==> config.mk <==
export PLATFORM = sky130hd
export DESIGN_NAME = bfc_mac
export DESIGN_NICKNAME = d
export VERILOG_FILES = /design/src/hw/rtl/bfc_pkg.sv /design/src/hw/rtl/bfc_mac.sv
export SDC_FILE = /design/constraint.sdc
export NUM_CORES = 2
export LEC_CHECK = 0
export ABC_AREA = 1
export ABC_CLOCK_PERIOD_IN_PS = 10860
export BUFFER_PORTS_ARGS = -buffer_cell sky130_fd_sc_hd__buf_2
export CAP_MARGIN = 0
export CORE_MARGIN = 2
export CORE_UTILIZATION = 27
export DETAILED_ROUTE_END_ITERATION = 8
export GPL_TIMING_DRIVEN = 0
export PLACE_DENSITY_LB_ADDON = 0.12
export RECOVER_POWER = 100
export SETUP_SLACK_MARGIN = 0.05
export SLEW_MARGIN = 20
export SYNTH_ARGS = -nofsm -noshare
export SYNTH_HDL_FRONTEND = slang
export SYNTH_SLANG_ARGS = --single-unit
==> constraint.sdc <==
create_clock -name clk -period 10.86 [get_ports clk]
set_input_delay 2.172 -clock clk [delete_from_list [all_inputs] [get_ports clk]]
set_output_delay 2.172 -clock clk [all_outputs]
set_load 0.01 [all_outputs]
==> src/hw/rtl/bfc_pkg.sv <==
// ----------------------------------------------------------------------------
// bfc_pkg
// Shared types and constants of the box versus view frustum cull test.
// ----------------------------------------------------------------------------
package bfc_pkg;

  localparam int DIGIT_BITS = 32;
  localparam int NUM_PLANES = 6;

  localparam logic [1:0] REQ_LOAD_PROJ = 2'd0;
  localparam logic [1:0] REQ_LOAD_VIEW = 2'd1;
  localparam logic [1:0] REQ_TEST_BOX  = 2'd2;

  localparam logic [NUM_PLANES-1:0] MASK_ALL = {NUM_PLANES{1'b1}};

  typedef struct packed {
    logic [1:0]         req_type;
    logic [3:0]         elem_index;
    logic signed [31:0] elem_value;
    logic signed [31:0] corner_a_x;
    logic signed [31:0] corner_a_y;
    logic signed [31:0] corner_a_z;
    logic signed [31:0] corner_b_x;
    logic signed [31:0] corner_b_y;
    logic signed [31:0] corner_b_z;
  } bfc_in_t;

  typedef struct packed {
    logic       visible;
    logic [5:0] outside_mask;
  } bfc_out_t;

  typedef enum logic [2:0] {
    ST_IDLE,
    ST_INIT,
    ST_MUL,
    ST_ADD,
    ST_DONE,
    ST_OUT
  } bfc_state_t;

  typedef struct packed {
    logic acc_load;
    logic mul_en;
    logic mul_first;
    logic acc_add;
    logic done_step;
    logic busy;
    logic out_valid;
  } bfc_ctl_t;

endpackage

==> src/hw/rtl/bfc_mac.sv <==
// ----------------------------------------------------------------------------
// bfc_mac
// Shared multiply-accumulate unit: digit-serial product, wide accumulator.
// ----------------------------------------------------------------------------
module bfc_mac import bfc_pkg::*; #(
  parameter int AW   = 33,
  parameter int BW   = 67,
  parameter int NB   = 3,
  parameter int DIGW = 2,
  parameter int ACCW = 102
) (
  input  logic                   clk,
  input  bfc_ctl_t               ctl,
  input  logic signed [AW-1:0]   a,
  input  logic signed [BW-1:0]   b,
  input  logic [DIGW-1:0]        dig,
  input  logic signed [ACCW-1:0] cst,
  output logic signed [ACCW-1:0] acc
);

  localparam int PW = AW + BW;
  localparam int XW = NB * DIGIT_BITS;

  logic signed [XW-1:0]         bext;
  logic [DIGIT_BITS-1:0]        digit;
  logic signed [DIGIT_BITS:0]   digit_s;
  logic signed [AW+DIGIT_BITS:0] prod;
  logic signed [PW-1:0]         p_r, p_nxt;
  logic signed [ACCW-1:0]       acc_r, acc_nxt;

  assign bext    = XW'(b);
  assign digit   = bext[dig*DIGIT_BITS +: DIGIT_BITS];
  // top digit carries the sign, lower digits are plain magnitude
  assign digit_s = {ctl.mul_first & digit[DIGIT_BITS-1], digit};
  assign prod    = a * digit_s;

  always_comb begin
    p_nxt = p_r;
    if (ctl.mul_en) begin
      p_nxt = (ctl.mul_first ? PW'(0) : (p_r <<< DIGIT_BITS)) + PW'(prod);
    end
  end

  always_comb begin
    acc_nxt = acc_r;
    if (ctl.acc_load) begin
      acc_nxt = cst;
    end else if (ctl.acc_add) begin
      acc_nxt = acc_r + ACCW'(p_r);
    end
  end

  always_ff @(posedge clk) begin
    p_r   <= p_nxt;
    acc_r <= acc_nxt;
  end

  assign acc = acc_r;

endmodule

== After elaboration in Yosys (flattened, before gate mapping) ==
Index checks and enable logic that the tools add are counted.
Operators by class
  multiplexer cells: 3
  reduce and logical (&&, ||, !) cells: 1
  shifts and indexed selects: 1
  multipliers: 1
  bitwise logic cells: 1
  add/sub/neg operators: 2
Operators by type and width (number)
  two-way mux 102 bit: 2
  adder 102 x 100 -> 102 bit: 1
  adder 100 x 66 -> 100 bit: 1
  two-way mux 100 bit: 1
  variable part select 96 x 8 -> 32 bit: 1
  multiplier 33 x 33 -> 66 bit: 1
  nonzero test 2 bit: 1
  AND 1 bit: 1
Word-level totals
  word-level logic and storage cells: 11
  output and inout port bits: 102
  input port bits: 212
  register bits after elaboration: 202

== Depth between registers and ports, before layout ==
  depth after elaboration: 4
  mapped depth: 38
  mapped depth without buffers: 36

== Worst setup path after synthesis ==
Ideal clock, no wire load.
  path kind: in2reg
  start: input dig[1]
  end: register p_r[71] (data pin)
  slack: -502 ps
  setup time: 253 ps
  stages: 29
  data required time: 10607 ps
  path buffers: 3
  arrival time: 11110 ps
  cell sequence: buf_2 > buf_1 > nand3_1 > nand2_1 > inv_1 > buf_2 > nor2_1 > fa_1 > fa_1 > inv_1 > fa_1 > fa_1 > inv_1 > fa_1 > inv_1 > fa_1 > fa_1 > fa_1 > inv_1 > ha_1 > nand2_1 > nor2_1 > inv_1 > nor2_1 > inv_1 > nor4_1 > nand3_1 > nand4_1 > nand2_1
Between the ends
  word-level cells in the longest chain between the ends: 4
RTL lines
  from (decl): RTL line bfc_mac.sv:16  | input logic [DIGW-1:0] dig,
  variable part select 96 x 8 -> 32 bit (*): RTL line bfc_mac.sv:32  | assign digit = bext[dig*DIGIT_BITS +: DIGIT_BITS];
  AND 1 bit: RTL line bfc_mac.sv:34  | assign digit_s = {ctl.mul_first & digit[DIGIT_BITS-1], digit};
  multiplier 33 x 33 -> 66 bit (*): RTL line bfc_mac.sv:35  | assign prod = a * digit_s;
  adder 100 x 66 -> 100 bit (*): RTL line bfc_mac.sv:40  | p_nxt = (ctl.mul_first ? PW'(0) : (p_r <<< DIGIT_BITS)) + PW'(prod);
  to (signal assigned): RTL line bfc_mac.sv:54  | p_r <= p_nxt;
  to (decl): RTL line bfc_mac.sv:28  | logic signed [PW-1:0] p_r, p_nxt;
Every way passes the cells marked *; elsewhere a longest branch is shown, timed or not.
A chain may end at the register's enable or synchronous reset.

== Worst setup path after layout ==
  start: input a[9]
  end: register p_r[79] (data pin)
Between the ends
  word-level cells in the longest chain between the ends: 2
RTL lines
  from (decl): RTL line bfc_mac.sv:14  | input logic signed [AW-1:0] a,
  multiplier 33 x 33 -> 66 bit: RTL line bfc_mac.sv:35
  adder 100 x 66 -> 100 bit: RTL line bfc_mac.sv:40
Every way passes these cells.

==> flow_metrics.env <==
export IMPL_crit_family="adder cells"
export IMPL_setup_viol=0
export IMPL_period_share_pct=99.03
export IMPL_path_class="primary input to flip-flop"
export IMPL_grtUsageTotal_pct=26.91
export IMPL_drt_wl_total_mm=358.1
export IMPL_grt_start_max_net_pins=62
export IMPL_clkTransAtPathRegs_ns=0.06
export IMPL_synth_top_family_by_area="adder cells"
export IMPL_timing_final_max_slew_violations=221
export IMPL_grt_pass1_wl_mm=499.6
export IMPL_start_util_pct=27.10
export IMPL_hold_start="acc[101]"
export IMPL_postSynthCellCount=9330
export IMPL_synth_top_area_share_pct=41.80
export IMPL_die_w_um=514.1
export IMPL_place_ws_ns=-2.959
export IMPL_final_fill_count=28857
export IMPL_synth_cell_types=45
export IMPL_synthSimpleGateAreaFrac_pct=22.79
export IMPL_synth_fp_nets=11398
export IMPL_synth_edf_count=202
export IMPL_fp_row_count=187
export IMPL_syn_cell_area_mm2=0.07026
export IMPL_critPathBufInv=8
export IMPL_vias=61488
export IMPL_synth_common_cells="inv_1, nand2_1, fa_1"
export IMPL_final_area_mm2=0.07830
export IMPL_timing_rr_start="p_r[12]"
export IMPL_placed_cell_area_mm2=0.07640
export IMPL_drt_iter0_markers=5111
export IMPL_slowest_delay_ns=0.85
export IMPL_worst_slack_ns=0.1053
export IMPL_ff_latch_area_mm2=0.006066
export IMPL_critPathMaxFanout=10
export IMPL_firstDrtPassIters=6
export IMPL_crit_required_ns=11.20
export IMPL_cts_buffers=30
export IMPL_cts_root_buf="clkbuf_16"
export IMPL_synth_ff_type="edfxtp_1"
export IMPL_crit_slowest_cell="clkbuf_1"
export IMPL_grt_antenna_before_repair=15
export IMPL_cts_tree="done"
export IMPL_clockBufferDepth=3
export IMPL_ys_ff_latch=202
export IMPL_synthAdderAreaFrac_pct=48.73
export IMPL_viasPerCell=4.677
export IMPL_synthMuxAreaShare_pct=0
export IMPL_drive_gt1_share_pct=7.731
export IMPL_wl_per_cell_um=27.23
export IMPL_htreeDepth=1
export IMPL_avgSynthCellArea_um2=7.531
export IMPL_cts_sinks=202
export IMPL_worst_pin_slew_ns=3.839
export IMPL_ys_async_sr_fraction_pct=0
export IMPL_finalCriticalPeriod_ns=10.75
export IMPL_fin_tns_setup_ns=0
export IMPL_grt_overflow_total=0
export IMPL_cts_hold_buf=0
export IMPL_yosysMostFrequentCell="inv_1"
export IMPL_violations="max-capacitance violations, max-slew violations"
export IMPL_synth_compound_area_share_pct=4.021
export IMPL_crit_path_start="a[9]"
export IMPL_synth_xor_area_share_pct=1.109
export IMPL_critPathCaptureType="flip-flop"
export IMPL_area_growth_pct=11.44
export IMPL_hp_class="flip-flop to flip-flop"
export IMPL_grt_pass1_vias=63066
export IMPL_hold_viol=0
export IMPL_globalplace_congestion=0.9744
export IMPL_die_y_um=514.1
export IMPL_cp_arrival_ns=11.10
export IMPL_finalClockSkew_ns=0.03096
export IMPL_synth_warnings=0
export IMPL_status="finished with violations"
export IMPL_timing_slew_headroom_pct=-156.0
export IMPL_remaining_drc_errors=0
export IMPL_yosys_top_cells_area="fa_1, inv_1, nand2_1"
export IMPL_antenna_left=0
export IMPL_synth_top_area_cell="fa_1"
export IMPL_drv_cap=6
export IMPL_cpMostUsedCell="fa_1"
export IMPL_clk_latency_ns=0.64
export IMPL_multiInputGateArea_mm2=0.05438
export IMPL_die_area_mm2=0.2643
export IMPL_fmax_mhz=92.98
export IMPL_seq_area_frac_synth_pct=8.633
export IMPL_num_io_pins=314
export IMPL_final_nets=11785
export IMPL_rsz0062_at_grt="false"
export IMPL_hpwl_mm=323.1
export IMPL_critPathLaunchType="primary input"
export IMPL_portBuffers=289
export IMPL_core_mm2=0.2592
-- cells in the final DEF (no fill, tap or decap), types with 51 or more instances in the layout --
| cell type | count |
|---|---|
| a21oi_1 | 257 |
| buf_2 | 238 |
| buf_4 | 51 |
| clkbuf_1 | 228 |
| edfxtp_1 | 202 |
| fa_1 | 1456 |
| ha_1 | 362 |
| inv_1 | 2432 |
| nand2_1 | 2386 |
| nand3_1 | 253 |
| nand4_1 | 75 |
| nor2_1 | 937 |
| nor2_2 | 78 |
| o21ai_0 | 175 |
| or2_2 | 59 |
-- worst paths after layout --
check        cells past startpoint  slack (ns)  endpoint
min reg2reg                      4        0.83  acc[101]
max reg2reg                     25        3.53   p_r[66]
max                             27        0.11   p_r[79]
min                              4        0.83  acc[101]
-- state kept, by name, indices dropped and copies added (netlist names) --
register  count
p_r         100
acc         102
-- what timing repair did --
| item | CTS | global route |
|---|---|---|
| gates cloned | 0 | 2 |
| gates resized for setup | 111 | 127 |
| setup buffers | 21 | 28 |
| endpoints found under the setup margin | 67 | 47 |
| endpoints found under the hold margin | 0 | 0 |
| pin swaps | 13 | 13 |
-- cell families after synthesis --
family	count (synthesis)
buffers and inverters	2730
and+or+nand+nor	3929
AOI/OAI and AO/OA	524
xor gates and xnor gates	89
DFF	202
adders and majority gates	1856
-- layout make-up --
type | instances | area share [%]
Buffer | 223 | 1.323
Inverter | 2505 | 12.10
Clock buffer | 34 | 1.005
Antenna cell | 5 | 0.01598
Tap cell | 3402 | 5.436
Clock inverter | 21 | 0.2812
Multi-Input combinational cell | 6398 | 69.45
Sequential cell | 202 | 7.747
Timing Repair Buffer | 357 | 2.638
-- stage by stage --
step                      hold slack (ns)  utilization, %  std cells
after detailed placement           0.8306           29.47      13038
final                              0.8312           30.20      13147
after floorplan                    0.6232               -       9330
after CTS                          0.8441           30.06      13112
after global placement             0.8305           29.31      13021
after global routing               0.9064           30.20      13146
-- tightest hold or removal path, stage by stage, from the launching register on --
cell and delay, ns:
edfxtp_1 0.41, xnor2_1 0.11, nand3_1 0.08, nand3_1 0.07, nand2_1 0.05
-- layer usage --
metal  GRT usage (%)  share of wire [%]  vias up
met5               0              0.010        -
met4           7.484                3.7        4
met3           2.402                4.7      302
met2           44.05                 46     1746
met1           37.81                 45    31614
li1                -                  -    27822
Power is not shown: default switching activity piles up to over one toggle a cycle in this logic, so the estimate is an artifact.
