## config.mk

```make
export PLATFORM = sky130hd
export DESIGN_NAME = bfc_seq
export DESIGN_NICKNAME = d
export VERILOG_FILES = /design/src/hw/rtl/bfc_pkg.sv /design/src/hw/rtl/bfc_seq.sv
export SDC_FILE = /design/constraint.sdc
export NUM_CORES = 1
export LEC_CHECK = 0
export ABC_AREA = 1
export ABC_CLOCK_PERIOD_IN_PS = 1000
export BUFFER_PORTS_ARGS = -buffer_cell sky130_fd_sc_hd__buf_2
export CORE_MARGIN = 2
export CORE_UTILIZATION = 40
export DETAILED_ROUTE_END_ITERATION = 10
export PLACE_DENSITY = 0.66
export SYNTH_ARGS = -nofsm -noshare
export SYNTH_HDL_FRONTEND = slang
export SYNTH_SLANG_ARGS = --single-unit
```

## constraint.sdc

```tcl
create_clock -name clk -period 1 [get_ports clk]
set_input_delay 0.2 -clock clk [delete_from_list [all_inputs] [get_ports clk]]
set_output_delay 0.2 -clock clk [all_outputs]
set_load 0.02 [all_outputs]
```

## src/hw/rtl/bfc_pkg.sv

```systemverilog
// ----------------------------------------------------------------------------
// bfc_pkg
// Shared types and constants of the box versus view frustum cull test.
// ----------------------------------------------------------------------------
package bfc_pkg;

  localparam int DIGIT_BITS = 32;
  localparam int NUM_PLANES = 6;

  localparam logic [1:0] REQ_LOAD_PROJ = 2'd0;
  localparam logic [1:0] REQ_LOAD_VIEW = 2'd1;
  localparam logic [1:0] REQ_TEST_BOX  = 2'd2;

  localparam logic [NUM_PLANES-1:0] MASK_ALL = {NUM_PLANES{1'b1}};

  typedef struct packed {
    logic [1:0]         req_type;
    logic [3:0]         elem_index;
    logic signed [31:0] elem_value;
    logic signed [31:0] corner_a_x;
    logic signed [31:0] corner_a_y;
    logic signed [31:0] corner_a_z;
    logic signed [31:0] corner_b_x;
    logic signed [31:0] corner_b_y;
    logic signed [31:0] corner_b_z;
  } bfc_in_t;

  typedef struct packed {
    logic       visible;
    logic [5:0] outside_mask;
  } bfc_out_t;

  typedef enum logic [2:0] {
    ST_IDLE,
    ST_INIT,
    ST_MUL,
    ST_ADD,
    ST_DONE,
    ST_OUT
  } bfc_state_t;

  typedef struct packed {
    logic acc_load;
    logic mul_en;
    logic mul_first;
    logic acc_add;
    logic done_step;
    logic busy;
    logic out_valid;
  } bfc_ctl_t;

endpackage

```

## src/hw/rtl/bfc_seq.sv

```systemverilog
// ----------------------------------------------------------------------------
// bfc_seq
// Sequencer: walks corners, sums, terms and digits for the shared unit.
// ----------------------------------------------------------------------------
module bfc_seq import bfc_pkg::*; #(
  parameter int NB   = 3,
  parameter int NC   = 1,
  parameter int DIGW = 2
) (
  input  logic            clk,
  input  logic            rst_n,
  input  logic            start,
  input  logic            out_stall,
  output bfc_ctl_t        ctl,
  output logic            plane_ph,
  output logic [2:0]      corner,
  output logic [2:0]      sum_idx,
  output logic [1:0]      term,
  output logic [DIGW-1:0] dig
);

  bfc_state_t      state_r, state_nxt;
  logic            plane_r;
  logic [2:0]      corner_r;
  logic [2:0]      sum_r;
  logic [1:0]      term_r;
  logic [DIGW-1:0] dig_r, top_dig;
  logic            last_sum;

  assign top_dig  = plane_r ? DIGW'(NB - 1) : DIGW'(NC - 1);
  assign last_sum = plane_r ? (sum_r == 3'(NUM_PLANES - 1)) : (sum_r == 3'd2);

  always_comb begin
    state_nxt = state_r;
    unique case (state_r)
      ST_IDLE: if (start) state_nxt = ST_INIT;
      ST_INIT: state_nxt = ST_MUL;
      ST_MUL:  if (dig_r == '0) state_nxt = ST_ADD;
      ST_ADD:  state_nxt = (term_r == 2'd2) ? ST_DONE : ST_MUL;
      ST_DONE: begin
        state_nxt = (plane_r && last_sum && corner_r == 3'd7) ? ST_OUT : ST_INIT;
      end
      ST_OUT:  if (!out_stall) state_nxt = ST_IDLE;
      default: state_nxt = ST_IDLE;
    endcase
  end

  always_comb begin
    ctl           = '0;
    ctl.busy      = (state_r != ST_IDLE);
    ctl.acc_load  = (state_r == ST_INIT);
    ctl.mul_en    = (state_r == ST_MUL);
    ctl.mul_first = (state_r == ST_MUL) && (dig_r == top_dig);
    ctl.acc_add   = (state_r == ST_ADD);
    ctl.done_step = (state_r == ST_DONE);
    ctl.out_valid = (state_r == ST_OUT);
  end

  always_ff @(posedge clk) begin
    if (!rst_n) begin
      state_r  <= ST_IDLE;
      plane_r  <= 1'b0;
      corner_r <= '0;
      sum_r    <= '0;
      term_r   <= '0;
      dig_r    <= '0;
    end else begin
      state_r <= state_nxt;
      unique case (state_r)
        ST_IDLE: begin
          plane_r  <= 1'b0;
          corner_r <= '0;
          sum_r    <= '0;
        end
        ST_INIT: begin
          term_r <= '0;
          dig_r  <= top_dig;
        end
        ST_MUL:  if (dig_r != '0) dig_r <= dig_r - 1'b1;
        ST_ADD: begin
          term_r <= term_r + 1'b1;
          dig_r  <= top_dig;
        end
        ST_DONE: begin
          // advance to the next sum, phase or corner
          if (!last_sum) begin
            sum_r <= sum_r + 1'b1;
          end else begin
            sum_r   <= '0;
            plane_r <= !plane_r;
            if (plane_r) corner_r <= corner_r + 1'b1;
          end
        end
        ST_OUT: ;
        default: ;
      endcase
    end
  end

  assign plane_ph = plane_r;
  assign corner   = corner_r;
  assign sum_idx  = sum_r;
  assign term     = term_r;
  assign dig      = dig_r;

endmodule

```

**Yosys cells after proc, flatten, opt, wreduce, memory -nomap -nowiden**

Index checks and enable logic that the tools add are counted.

- $add $sub $neg: 4
- Equal/unequal tests: 16
- Muxes and demuxes: 18
- Reductions and logical operators: 16

Operator list:

| operator | count |
|---|---|
| 3-bit two-way mux | 8 |
| 3-bit one-hot mux with 6 select lines | 1 |
| 3-bit == test (second input constant) | 4 |
| 3-bit one-hot mux with 2 select lines | 2 |
| 3-bit by 2-bit == test with 1-bit output (second input constant) | 3 |
| 2-bit by 1-bit inequality test with 1-bit output (second input constant) | 4 |
| 2-bit one-hot mux with 2 select lines | 2 |
| 2-bit nonzero test | 4 |
| 3-bit by 1-bit adder with 3-bit output (second input constant) | 2 |
| 3-bit AND reduction | 2 |
| 2-bit two-way mux | 2 |
| 2-bit inequality test (second input constant) | 2 |
| 2-bit AND reduction | 2 |
| 3-bit by 1-bit == test with 1-bit output (second input constant) | 1 |
| 1-bit logical AND | 3 |
| 3-bit logical NOT | 1 |
| 3-bit nonzero test | 1 |
| 2-bit by 1-bit adder with 2-bit output (second input constant) | 1 |
| 2-bit == test | 1 |
| 2-bit == test (second input constant) | 1 |
| 2-bit logical NOT | 1 |
| 1-bit two-way mux | 2 |
| 1-bit one-hot mux with 2 select lines | 1 |
| 2-bit OR reduction | 1 |
| 2 further kinds | 2 |

- Register bits: 14
- Input port bits: 4
- Output and inout port bits: 18
- Logic and storage cells: 60

**Logic depth before layout (Yosys ltp)**

- Depth in word-level cells: 6
- Mapped depth: 9

**Worst setup path before layout**

OpenSTA, ideal clock, no wires.

- Kind: register -> output
- From: register plane_r (netlist: plane_ph)
- To: output ctl[4] in the netlist's numbering
- Arrival time: 1.184 ns
- Data required time: 0.800 ns
- Path slack: -0.384 ns
- Cell stages (with the launch flop): 3
- Path buffers: 0
- Cell sequence: dfxtp_1 > o21ai_0 > a211oi_1

RTL lines:

| element | RTL line | text |
|---|---|---|
| start: declaration | bfc_seq.sv:23 | `logic plane_r;` |
| start signal: assignment | bfc_seq.sv:90 | `plane_r <= !plane_r;` |
| end: declaration | bfc_seq.sv:14 | `output bfc_ctl_t ctl,` |

==> results.txt <==
fin crit period -> 1.375 ns
final setup vio count -> 27
slowest CP cell -> dfxtp_4
Worst Min Path Start -> out_stall
Finished Layout Cells -> 205
clk buf depth -> 2
Die W -> 50.02 um
DR iter-0 viols -> 13
DRC -> 0
synth top area cells -> dfxtp_1, nand2_1, ha_1, inv_1, a21oi_1
peak supply drop -> 1161 uV
main flop type after synthesis -> dfxtp_1
I/O Pins -> 22
reg2reg start -> state_r[0]$_SDFFE_PN0P_
Pwr Total -> 0.001791 W
clock transition at the registers of the reported paths -> 0.08 ns
Synth top area share -> 0.3309
Post-DP HPWL -> 1.530 mm
Cell Pwr Density -> 1074 mW/mm2
buffers and inverters on the worst path -> 3
drt via density -> 5.063
area leader, netlist -> dfxtp_1
CP Launch Type -> flop
dpl cells -> 187
CP Class -> reg2out
share of layout cells above drive strength 1 -> 0.6910
Placeable Area -> 0.001982 mm2
crit path cell chain -> inv_4 > buf_6 > a211oi_4 > buf_6
Net count, final -> 188
register area share after synthesis -> 0.3309
final RePlAce weighted congestion -> 0.8626
max_slew headroom -> 0.7976
Final Slew Violations -> 0
setup_tns -> -5.578 ns
Die ar. -> 0.002502 mm2
R2R setup slack -> -0.30 ns
Overall Global Routing Usage -> 0.2285
Root Driver -> clkbuf_4
status -> complete, but fails checks
Synth top cells by count -> nand2_1, inv_1, dfxtp_1
Layout area overhead -> 96.90%
Max stage delay on crit path -> 0.37 ns
unrepaired setup endpoints after global routing -> true
max frequency -> 727.5 MHz
htree depth -> 1
syn_area_per_cell -> 7.240 um2
DR WL/cell -> 14.55 um
Top cell by count, worst path -> buf_6
Syn Inst Count -> 117
number of buffers created by CTS -> 3
TritonCTS clock tree -> yes
EDFF count, synth -> 0
min-delay worst type -> in2reg
FF+latch count, synth -> 14
top-count cell post-synth -> nand2_1
crit path capture type -> primary output
Fin Clk Skew -> 0.001357 ns
Core Rows -> 16
Antenna Nets Post-Route -> 0
clock sinks -> 14
final critical-path setup slack -> -0.3746 ns
failing checks -> negative setup slack
WP data arrival -> 1.17 ns
async set or reset register ratio after synthesis -> 0
syn_nets -> 126
drt pass-1 iters -> 4
die outline height -> 50.02 um
antenna violations before repair -> 0
largest net degree at the start of global routing -> 9
Leak -> 0.7682 nW
buffers added on ports -> 21
Setup crit start -> dig[1]$_SDFFE_PN0P_
Final Util -> 0.8415
vias in the first global route -> 961
CP delay by family, top -> flip-flops
first-pass GRT wire length -> 4.333 mm
diode count -> 0
Post-Syn Area -> 847.1 um2
Req. time, crit path -> 0.80 ns
Initial Util -> 0.4274
final period utilization -> 1.375
clk_lat worst skew -> 0.28 ns
grt total ovfl -> 0
vias after detailed routing -> 1038
yosys warns -> 0
Synth cell types -> 26
number of max-cap violations -> 0
Fin. Hold Viols -> 0
Worst-Margin Slew -> 0.3032 ns
crit-path max FO -> 3
fillcell total -> 115
final WL -> 2.983 mm
[layout by cell type, fill, tap and decap left out, types with 2 or more instances in the layout]
cell and instances:
inv_1 10, o21ai_0 2, inv_4 5, a21oi_2 5
nand3_1 2, o21ai_2 3, clkbuf_4 3, buf_4 20
buf_2 4, nand2_2 7, nand2_8 2, nand3_4 2
nor2_1 5, buf_6 30, nor2_4 4, ha_1 4
a21oi_1 3, inv_2 7, nor2_2 3, nand2_1 21
dfxtp_2 9, nand4_1 3, buf_12 2, dfxtp_4 5
nand2_4 2
[stage by stage]
stage	setup WS (ns)	hold WS [ns]	instance area, um2
floorplan	-0.1503	0.2976	908.4
global placement	-0.1293	0.4757	1225
detailed placement	-0.1542	0.4890	1225
CTS	-0.3655	0.1887	1558
global route	-0.3970	0.1861	1668
finish	-0.3746	0.1875	1668
[sequential cells by signal, summed over array words and instances (netlist names)]
register  count
state_r       3
plane_ph      1
sum_idx       3
corner        3
dig           2
term          2
[layer usage]
| metal | up-vias | wire length [um] | track usage |
|---|---|---|---|
| met4 | 0 | 85 | 0.1111 |
| met1 | 490 | 1149 | 0.2519 |
| met3 | 9 | 114 | 0.02121 |
| met5 | - | 0 | 0 |
| li1 | 497 | - | - |
| met2 | 42 | 1633 | 0.4276 |
[worst reg2reg max path, stage by stage, from the launching register on]
cell	delay (ns)
dfxtp_4	0.37
inv_8	0.08
buf_12	0.10
nand2_8	0.06
nor2_8	0.11
buf_8	0.15
nand2_8	0.08
nand3_4	0.12
nand2_2	0.06
inv_2	0.04
nor2_1	0.03
[worst paths after layout]
| path | end | cells past startpoint |
|---|---|---|
| setup / recovery | ctl[4] | 4 |
| hold / removal | state_r[0]$_SDFFE_PN0P_ | 3 |
| setup reg to reg | corner[2]$_SDFFE_PN0P_ | 10 |
| hold reg to reg | term[1]$_SDFFE_PN0P_ | 2 |
[power by group]
group	leakage (nW)	internal, W	total, W	switching, W
Combinational	0.631	0.000389	0.000810	0.000421
Clock	0.0154	0.000145	0.000334	0.000189
Sequential	0.122	0.000601	0.000647	0.0000458
Total	0.768	0.00114	0.00179	0.000656
[final cells by class]
| type | count | area [um2] | share of cell area |
|---|---|---|---|
| clock inverters | 1 | 3.754 | 0.002251 |
| clock buffers | 3 | 22.52 | 0.01350 |
| multi-input cells | 79 | 619.3 | 0.3713 |
| well taps | 27 | 33.78 | 0.02026 |
| repair buffers | 57 | 563.0 | 0.3376 |
| flip-flops and latches | 14 | 310.3 | 0.1860 |
| inverters | 24 | 115.1 | 0.06902 |
[logic make-up (layout without fill, tap and decap cells)]
| family | after synthesis | after routing | share of synthesized area |
|---|---|---|---|
| AND/OR/NAND/NOR | 56 | 56 | 0.3604 |
| buffers and inverters | 24 | 85 | 0.1093 |
| AO/OA/AOI/OAI | 17 | 17 | 0.1152 |
| flip-flops | 14 | 14 | 0.3309 |
| adder cells (fa/ha/maj) | 5 | 5 | 0.07386 |
| XOR/XNOR | 1 | 1 | 0.01034 |
[timing repair]
action | in CTS | in global routing
hold buffers | 0 | 0
buffers inserted | 12 | 4
setup endpoints to repair | 29 | 30
pin swaps | 12 | 11
gates resized for setup | 65 | 32
No activity file was read; power rests on OpenSTA's default activity.
